$ cat src/hw/rtl/cnp_pkg.sv
`default_nettype none
package cnp_pkg;

	localparam int SQRT_CELLS = 32;
	localparam int DIV_CELLS  = 15;

	localparam logic signed [15:0] ONE_Q14   = 16'sd16384;
	localparam logic [14:0]        ONE_Q14_U = 15'd16384;

	typedef struct packed {
		logic                hit;
		logic                swapped;
		logic                round;
		logic                zero;
		logic                neg_x;
		logic                neg_y;
		logic                half;
		logic [31:0]         r;
		logic [31:0]         pen;
		logic signed [15:0]  box_nx;
		logic signed [15:0]  box_ny;
		logic [31:0]         ax;
		logic [31:0]         ay;
	} cnp_ctx_t;

endpackage
`default_nettype wire

$ cat src/hw/rtl/cnp_sqrt_cell.sv
`default_nettype none
module cnp_sqrt_cell import cnp_pkg::*; (
	input  wire logic        clk,
	input  wire logic        arst_n,
	input  wire logic        en,
	input  wire logic        valid_in,
	input  wire cnp_ctx_t    ctx_in,
	input  wire logic [33:0] rem_in,
	input  wire logic [31:0] root_in,
	input  wire logic [63:0] val_in,
	output logic             valid_out,
	output cnp_ctx_t         ctx_out,
	output logic [33:0]      rem_out,
	output logic [31:0]      root_out,
	output logic [63:0]      val_out
);

	logic [35:0] cur, trial, diff;
	logic        ge;

	always_comb begin
		cur   = {rem_in, val_in[63:62]};
		trial = {2'b0, root_in, 2'b01};
		diff  = cur - trial;
		ge    = (cur >= trial);
	end

	always_ff @(posedge clk or negedge arst_n) begin
		if (!arst_n) begin
			valid_out <= 1'b0;
		end else if (en) begin
			valid_out <= valid_in;
		end
	end

	always_ff @(posedge clk) begin
		if (en) begin
			ctx_out  <= ctx_in;
			rem_out  <= ge ? diff[33:0] : cur[33:0];
			root_out <= {root_in[30:0], ge};
			val_out  <= {val_in[61:0], 2'b00};
		end
	end

endmodule
`default_nettype wire

$ cat config.mk
export PLATFORM = sky130hd
export DESIGN_NAME = cnp_sqrt_cell
export DESIGN_NICKNAME = d
export VERILOG_FILES = /design/src/hw/rtl/cnp_pkg.sv /design/src/hw/rtl/cnp_sqrt_cell.sv
export SDC_FILE = /design/constraint.sdc
export NUM_CORES = 1
export LEC_CHECK = 0
export ABC_AREA = 1
export BUFFER_PORTS_ARGS = -buffer_cell sky130_fd_sc_hd__buf_2
export CORE_AREA = 2 2 230 232
export CTS_BUF_LIST = sky130_fd_sc_hd__clkbuf_16
export DETAILED_ROUTE_END_ITERATION = 6
export DIE_AREA = 0 0 232 234
export GPL_TIMING_DRIVEN = 0
export SETUP_SLACK_MARGIN = 0.2
export SLEW_MARGIN = 30
export SYNTH_ARGS = -nofsm -noshare
export SYNTH_HDL_FRONTEND = slang
export SYNTH_SLANG_ARGS = --single-unit
$ cat constraint.sdc
create_clock -name clk -period 0.8 [get_ports clk]
set_input_delay 0.08 -clock clk [delete_from_list [all_inputs] [get_ports clk]]
set_output_delay 0.08 -clock clk [all_outputs]
set_load 0.01 [all_outputs]
==> metrics <==
number of CTS-inserted buffers=35; CTS Hold Bufs=294; number of global-route vias before repair=roughly 11k; Die ar.=~54000 um2; largest cells by area after synthesis=edfxtp_1 74%, nand2_1 9.0%, inv_1 4.4%; fillers=4859; IO Count=599; worst path arrival time=1.73 ns; Netlist Area Pre-Place=roughly 12000 um2; clk slew on worst S/H paths=around 0.060 ns; synth unique cells=27; H-tree lvl count=2; largest net degree at the start of global routing=a little under 50; Starting Density=0.2297; Min Hold Slack=-0.1141 ns; VDD IR-drop max=between 1000 and 1500 uV; Post-Route WL=just over 50000 um; Port Buffers=between 500 and 600; Synth Area in Simple Gates=0.1378; final clock skew=0 ns; CP dominant cell by count=nand2_4; Via density=4.107; asr flop ratio synth=0.003378; compound-gate portion of the synthesized area=0.01853; Top FF cell, synth=edfxtp_1; post-synthesis cell count=between 900 and 1k; num rows=84; Cell Chain, Critical Path=buf_2, inv_2, ha_4, nand2_4, nor2_4, nand2_2, nor2_2, nand2_4, nand2_4, nand2_4, nand2_8, inv_12, buf_12, nand2_4, nand2_4; CP Max Fanout=8; Max Cap Violations=0; detailed placement HPWL=around 37000 um; Slew Limit Fails=0; Avg Cell Area, Syn=around 13 um2; first-pass GRT wire length=between 60000 and 70000 um; count leader, synth=edfxtp_1; power per cell area=between 2000 and 2500 nW/um2; # clock sinks=just under 300; Final min period=roughly 1.4 ns; TritonCTS clock tree=yes; Yosys top cell by area=edfxtp_1; Core ar.=around 52000 um2; failing checks=negative hold slack, negative setup slack; die width=~230 um; synth cell count leaders=295 x edfxtp_1, 288 x nand2_1, 139 x inv_1; FF+latch count, synth=a little under 300; Nets=around 2.3k; crit path kind=in2reg; Final Cycle Share=1.809; XOR/XNOR share of the synthesized area=0.01319; Slowest cell on crit path=ha_4; share of post-route cells with drive strength above 1=0.4668; final worst setup slack=-0.6470 ns; Seq/Total Area, Yosys=0.7435; Worst setup EP type=flop; P&R area growth vs syn=83.96%; Synth Area in Adders=0.03560; Longest Clk Path Bufs=3; GPL Wtd Cong=0.8684; Post-synth EDFFs=roughly 300; initial antenna violation count=8; LEAKAGE=just under 0.01 uW; top cell type's share of synthesized area=0.7414; Clk Latency, worst-skew pair=between 0.5 and 0.6 ns; Die Y=about 230 um; Final Hold Fails=30; Yosys warnings=0; fmax=691.1 MHz; status=complete, but fails checks; global-route total usage across every layer=0.1733; largest family of logic cells by synthesized area=simple AND/OR/NAND/NOR gates; RSZ-0062 raised after global routing=true; final setup vio count=~330; dpl ws=-1.740 ns; DRC viols=0; root buffer cell=clkbuf_16; critical path's largest stage delay=0.30 ns; CP required=around 1.1 ns; Final ANT Viol Nets=0; drt pass-1 iters=5; hold crit path type=in2reg; DR iter-0 viols=about 600; crit start category=primary input; post-synthesis mux area share=0.0009424; GRT overflow=0; post-DR wirelength/cell=19.30 um; DR vias=~11k
==> registers in the layout, summed over array words and instances, names as in the netlist <==
register and cells:
rem_out 34, val_out 62, valid_out 1, ctx_out 167, root_out 32
==> critical path, delay by kind of cell <==
kind	cells	cell delay [ns]
buffers and inverters	4	0.36
adder cells (fa/ha/maj)	1	0.30
AND/OR/NAND/NOR	10	0.97
==> per-layer routing <==
layer / vias to the layer above / part of all wire / global-route usage
li1: 5120 / - / -
met1: 5168 / 0.37 / 0.1889
met2: 446 / 0.52 / 0.3140
met3: 90 / 0.065 / 0.03940
met4: 2 / 0.049 / 0.09034
met5: - / 0.00026 / 0
==> kinds of logic after synthesis <==
family,after synthesis
and+or+nand+nor,404
adders and majority gates,34
buffers and inverters,148
muxes,1
xor gates and xnor gates,18
DFF,296
other,1
AOI/OAI and AO/OA,42
==> final timing paths <==
kind	from	to	slack, ns	cells after the start
worst max-delay path	root_in[23]	rem_out[7]$_DFFE_PP_	-0.65	15
worst min-delay path	val_in[62]	rem_out[0]$_DFFE_PP_	-0.11	3
worst max register to register	valid_out$_DFFE_PN0P_	valid_out$_DFFE_PN0P_	0.02	1
worst min register to register	valid_out$_DFFE_PN0P_	valid_out$_DFFE_PN0P_	0.56	1
max in group asynchronous	arst_n	valid_out$_DFFE_PN0P_	0.22	3
min in group asynchronous	arst_n	valid_out$_DFFE_PN0P_	0.46	3
==> stage by stage <==
step                cell area, um2  std cells    util  TNS (ns)  power (uW)
detailed placement           16430       2232  0.3158   -158.53       25840
global placement             16330       2229  0.3140  -1412.94       25840
CTS                          21440       2617  0.4121   -127.51       44460
global route                 21970       2630  0.4222   -134.67       46120
floorplan                    12490        945       -    -27.44       22240
finish                       21980       2636  0.4225   -117.17       44200
==> repair_timing <==
item	4_1_cts	5_1_grt
endpoints found under the setup margin	579	373
hold endpoints to repair	323	30
pin swaps	30	15
gates resized for setup	181	125
setup buffers	26	10
cloned	4	2
==> cell usage in the layout (no fill, tap or decap), types with 24 or more instances in the layout <==
| master | n |
|---|---|
| nand2_2 | 61 |
| edfxtp_1 | 295 |
| clkbuf_16 | 38 |
| nand2_4 | 31 |
| inv_2 | 24 |
| dlygate4sd3_1 | 294 |
| nand2_1 | 198 |
| buf_2 | 527 |
| buf_6 | 62 |
| nor2_1 | 41 |
| inv_1 | 110 |
| ha_4 | 31 |
| buf_4 | 41 |
| nand3_1 | 29 |
==> report_power, final <==
group          switching, uW  internal [uW]  leakage, uW
Clock                   6470           9840     0.000592
Sequential               422          18700      0.00290
Combinational           4590           4230      0.00634
Total                  11500          32700      0.00983
==> final cells by class <==
| class | count | area [um2] | area share |
|---|---|---|---|
| clock buffer | 36 | 900.9 | 0.04098 |
| tap | 688 | 860.8 | 0.03916 |
| buffer | 8 | 116.4 | 0.005294 |
| inverter | 140 | 580.6 | 0.02641 |
| antenna | 7 | 17.52 | 0.0007969 |
| clock inverter | 25 | 270.3 | 0.01230 |
| sequential | 296 | 8884 | 0.4041 |
| multi-input combinational | 501 | 3468 | 0.1578 |
| timing repair buffer | 935 | 6883 | 0.3131 |
Note: power is estimated with default switching activity, not from simulation.
