$ cat config.mk
export PLATFORM = sky130hd
export DESIGN_NAME = cnp_div_cell
export DESIGN_NICKNAME = d
export VERILOG_FILES = /design/src/hw/rtl/cnp_pkg.sv /design/src/hw/rtl/cnp_div_cell.sv
export SDC_FILE = /design/constraint.sdc
export NUM_CORES = 1
export LEC_CHECK = 0
export ABC_AREA = 1
export BUFFER_PORTS_ARGS = -buffer_cell sky130_fd_sc_hd__buf_2
export CAP_MARGIN = 15
export CORE_AREA = 2 2 253 255
export CTS_CLUSTER_DIAMETER = 40
export DETAILED_ROUTE_END_ITERATION = 7
export DIE_AREA = 0 0 255 257
export SLEW_MARGIN = 20
export SYNTH_ARGS = -nofsm -noshare
export SYNTH_HDL_FRONTEND = slang
export SYNTH_SLANG_ARGS = --single-unit
$ cat constraint.sdc
create_clock -name clk -period 0.95 [get_ports clk]
set_input_delay 0.1425 -clock clk [delete_from_list [all_inputs] [get_ports clk]]
set_output_delay 0.1425 -clock clk [all_outputs]
set_load 0.03 [all_outputs]
$ cat src/hw/rtl/cnp_pkg.sv
`default_nettype none
package cnp_pkg;

	localparam int SQRT_CELLS = 32;
	localparam int DIV_CELLS  = 15;

	localparam logic signed [15:0] ONE_Q14   = 16'sd16384;
	localparam logic [14:0]        ONE_Q14_U = 15'd16384;

	typedef struct packed {
		logic                hit;
		logic                swapped;
		logic                round;
		logic                zero;
		logic                neg_x;
		logic                neg_y;
		logic                half;
		logic [31:0]         r;
		logic [31:0]         pen;
		logic signed [15:0]  box_nx;
		logic signed [15:0]  box_ny;
		logic [31:0]         ax;
		logic [31:0]         ay;
	} cnp_ctx_t;

endpackage
`default_nettype wire

$ cat src/hw/rtl/cnp_div_cell.sv
`default_nettype none
module cnp_div_cell import cnp_pkg::*; (
	input  wire logic        clk,
	input  wire logic        arst_n,
	input  wire logic        en,
	input  wire logic        valid_in,
	input  wire cnp_ctx_t    ctx_in,
	input  wire logic [31:0] div_in,
	input  wire logic [31:0] rx_in,
	input  wire logic [31:0] ry_in,
	input  wire logic [14:0] nx_in,
	input  wire logic [14:0] ny_in,
	input  wire logic [14:0] qx_in,
	input  wire logic [14:0] qy_in,
	output logic             valid_out,
	output cnp_ctx_t         ctx_out,
	output logic [31:0]      div_out,
	output logic [31:0]      rx_out,
	output logic [31:0]      ry_out,
	output logic [14:0]      nx_out,
	output logic [14:0]      ny_out,
	output logic [14:0]      qx_out,
	output logic [14:0]      qy_out
);

	logic [32:0] cur_x, cur_y, dif_x, dif_y;
	logic        ge_x, ge_y;

	always_comb begin
		cur_x = {rx_in, nx_in[14]};
		cur_y = {ry_in, ny_in[14]};
		dif_x = cur_x - {1'b0, div_in};
		dif_y = cur_y - {1'b0, div_in};
		ge_x  = (cur_x >= {1'b0, div_in});
		ge_y  = (cur_y >= {1'b0, div_in});
	end

	always_ff @(posedge clk or negedge arst_n) begin
		if (!arst_n) begin
			valid_out <= 1'b0;
		end else if (en) begin
			valid_out <= valid_in;
		end
	end

	always_ff @(posedge clk) begin
		if (en) begin
			ctx_out <= ctx_in;
			div_out <= div_in;
			rx_out  <= ge_x ? dif_x[31:0] : cur_x[31:0];
			ry_out  <= ge_y ? dif_y[31:0] : cur_y[31:0];
			nx_out  <= {nx_in[13:0], 1'b0};
			ny_out  <= {ny_in[13:0], 1'b0};
			qx_out  <= {qx_in[13:0], ge_x};
			qy_out  <= {qy_in[13:0], ge_y};
		end
	end

endmodule
`default_nettype wire

==> results.sh <==
export IMPL_status="finished, violations left"
export IMPL_violations="setup timing"
export IMPL_min_path_cells=2
export IMPL_die_w_um=255
export IMPL_arrival_ps=1900
export IMPL_ys_seq_area_share_pct=60.6
export IMPL_track_usage_pct=22.2
export IMPL_clk_insertion_delay_late_ps=610
export IMPL_die_y_um=257
export IMPL_clkTransAtPathRegs_ps=50
export IMPL_grt_pass1_vias=16700
export IMPL_antenna_found_initial=7
export IMPL_crit_top_cell="nand2_1"
export IMPL_core_area_um2=62700
export IMPL_h_tree_depth=2
export IMPL_rsz0062_at_grt="true"
export IMPL_setup_violations=434
export IMPL_sw_frac_of_total_pct=32.1
export IMPL_r2r_cells=1
export IMPL_path_cells="buf_2 > inv_2 > ha_4 > a21oi_2 > o21ai_1 > a21oi_1 > nand2_1 > nor2_4 > buf_12 > nand2_4 > nand2_1 > nand2_1"
export IMPL_pin_count=651
export IMPL_start_util_pct=25.4
export IMPL_combPwrFrac_pct=28.2
export IMPL_fin_setup_tns_ps=-151900
export IMPL_worst_r2r_setup_slack_ps=190
export IMPL_cap_violations=0
export IMPL_synth_cell_area_um2=16000
export IMPL_cp_slowest_cell="nor2_4"
export IMPL_cts_root_buf="clkbuf_16"
export IMPL_pwr_share_clk_pct=38.6
export IMPL_cts_buffers=58
export IMPL_synth_edff_count=321
export IMPL_vias=16972
export IMPL_portBuffers=646
export IMPL_finClkSkew_ps=0
export IMPL_crit_fanout=5
export IMPL_start_kind="input port"
export IMPL_finalNetCount=3306
export IMPL_synthCells=1621
export IMPL_holdWs_ps=23.2
export IMPL_rr_endpoint="valid_out"
export IMPL_place_gp_congestion=0.937
export IMPL_clockBufferDepth=3
export IMPL_critical_path_class="input port to flop"
export IMPL_cts_sinks=322
export IMPL_cts_tree="built"
export IMPL_final_max_slew_violation_count=0
export IMPL_wl_um=80900
export IMPL_pwr_share_seq_pct=33.2
export IMPL_max_freq_ghz=0.645
export IMPL_power_density_nw_per_um2=1720
export IMPL_areaGrowthSynthToFinish_pct=98.6
export IMPL_synth_distinct_cells=36
export IMPL_ys_async_sr_fraction_pct=0.311
export IMPL_synth_seq_cells=322
export IMPL_syn_area_per_cell_um2=9.84
export IMPL_power_uw=54500
export IMPL_end_kind="flop"
export IMPL_p_leak_uw=0.0147
export IMPL_crit_end="ry_out[14]"
export IMPL_num_rows=92
export IMPL_routedWlPerCell_um=21.2
export IMPL_ys_flop_type="edfxtp_1"
export IMPL_slowest_delay_ps=280
export IMPL_internal_power_uw=37000
export IMPL_finalCritPeriodShare_pct=163
export IMPL_first_pass_iters=5
export IMPL_cp_data_required_time_ps=1300
export IMPL_layout_min_cycle_time_ps=1550
export IMPL_dp_hpwl_um=55800
export IMPL_crit_start="div_in[28]"
export IMPL_die_area_um2=65500
export IMPL_grt_pass1_wl_um=106000
export IMPL_antenna_left=0
export IMPL_switchingPower_uw=17500
export IMPL_overflow=0
export IMPL_synth_warnings=0
export IMPL_hold_viol=0
export IMPL_drtIter0Drc=1127
export IMPL_hold_path_class="input port to flop"
export IMPL_via_per_inst=4.45
export IMPL_drive_gt1_share_pct=45.9
export IMPL_worst_slack_ps=-601
export IMPL_grt_max_degree=34
export IMPL_r2r_start="valid_out"
export IMPL_drcViolationCount=0
export IMPL_vdd_drop_max_v=0.00155
-- synthesized netlist by cell type, drive strengths merged (5+ instances only) --
master	n	area share (%)
a21oi	39	1.2
and2	10	0.39
buf	21	1.0
edfxtp	321	60
ha	64	5.0
inv	282	6.6
nand2	595	15
nand3	128	4.5
nand3b	12	0.59
nand4	5	0.20
nor2	87	2.3
nor3	16	0.56
xor2	26	1.4
-- power by group through the flow --
stage | sequential [µW] | clock (µW) | combinational, µW
floorplan | 20600 | 0 | 3270
global placement | 18000 | 0 | 11100
detailed placement | 17900 | 0 | 11100
CTS | 17800 | 21200 | 13000
global route | 18200 | 21900 | 16200
finish | 18100 | 21000 | 15400
-- layout by cell type (no fill, tap or decap), types with 26 or more instances in the layout --
master and count:
a21oi_1 34, buf_2 315, buf_4 246, buf_6 325, clkbuf_16 68, dlygate4sd3_1 318
edfxtp_1 321, ha_4 56, inv_1 243, nand2_1 487, nand2_2 82, nand3_1 64
nand3_2 58, nor2_1 54, xor2_1 26
-- worst min path at each step --
stage          startpoint  slack, ps    endpoint
4_1_cts         ry_in[19]          5  ry_out[20]
3_5_place_dp       arst_n        -40   valid_out
2_1_floorplan      arst_n       -150   valid_out
6_report               en         20  div_out[8]
3_3_place_gp       arst_n        -40   valid_out
5_1_grt                en          6  div_out[8]
-- worst max-delay path, delay by kind of cell --
family	cells	cell delay [ps]
adder cells (fa/ha/maj)	1	230
AND/OR/NAND/NOR	5	720
buffers and inverters	3	370
AO/OA/AOI/OAI	3	420
-- flip-flops by register name (all words and copies together), names as in the netlist --
| register | count |
|---|---|
| ctx_out | 167 |
| div_out | 32 |
| rx_out | 32 |
| ry_out | 32 |
| qx_out | 15 |
| qy_out | 15 |
| nx_out | 14 |
| ny_out | 14 |
| valid_out | 1 |
-- per-stage QoR --
step	cells	util [%]	area (µm²)	setup WS, ps
after global routing	3811	50.5	31700	-699
final	3812	50.5	31700	-601
after CTS	3783	45.7	28700	-587
after global placement	3338	35.7	22400	-1350
after floorplan	1622	-	16200	-800
after detailed placement	3338	35.7	22400	-1350
-- routing by layer --
metal,vias to the layer above,track usage [%],part of all wire [%]
li1,7882,-,-
met2,790,39.6,51
met3,248,3.98,6.5
met4,4,15.1,8.0
met1,8048,23.7,35
met5,-,0.376,0.066
-- cells by family after synthesis --
family / synth area share (%)
flops: 60.6
buf+inv: 7.67
simple gates: 23.4
xor+xnor: 1.54
fa+ha+maj: 5.27
compound gates: 1.48
mux: 0.0706
other cells: 0.0235
-- cell type report --
cell class / instances / area, µm²
Clock inverter: 48 / 502
Antenna cell: 5 / 12.5
Clock buffer: 60 / 1480
Fill cell: 5361 / 31000
Timing Repair Buffer: 1248 / 11200
Inverter: 282 / 1110
Multi-Input combinational cell: 1001 / 6660
Sequential cell: 322 / 9660
Tap cell: 846 / 1060
-- what timing repair did --
action,CTS,global route
setup endpoints to repair,388,425
pin swaps,17,82
hold buffers,319,0
setup buffers,11,16
cloned,7,10
endpoints found under the hold margin,316,0
resized for setup,196,1061
No activity file was read; power rests on OpenSTA's default activity.
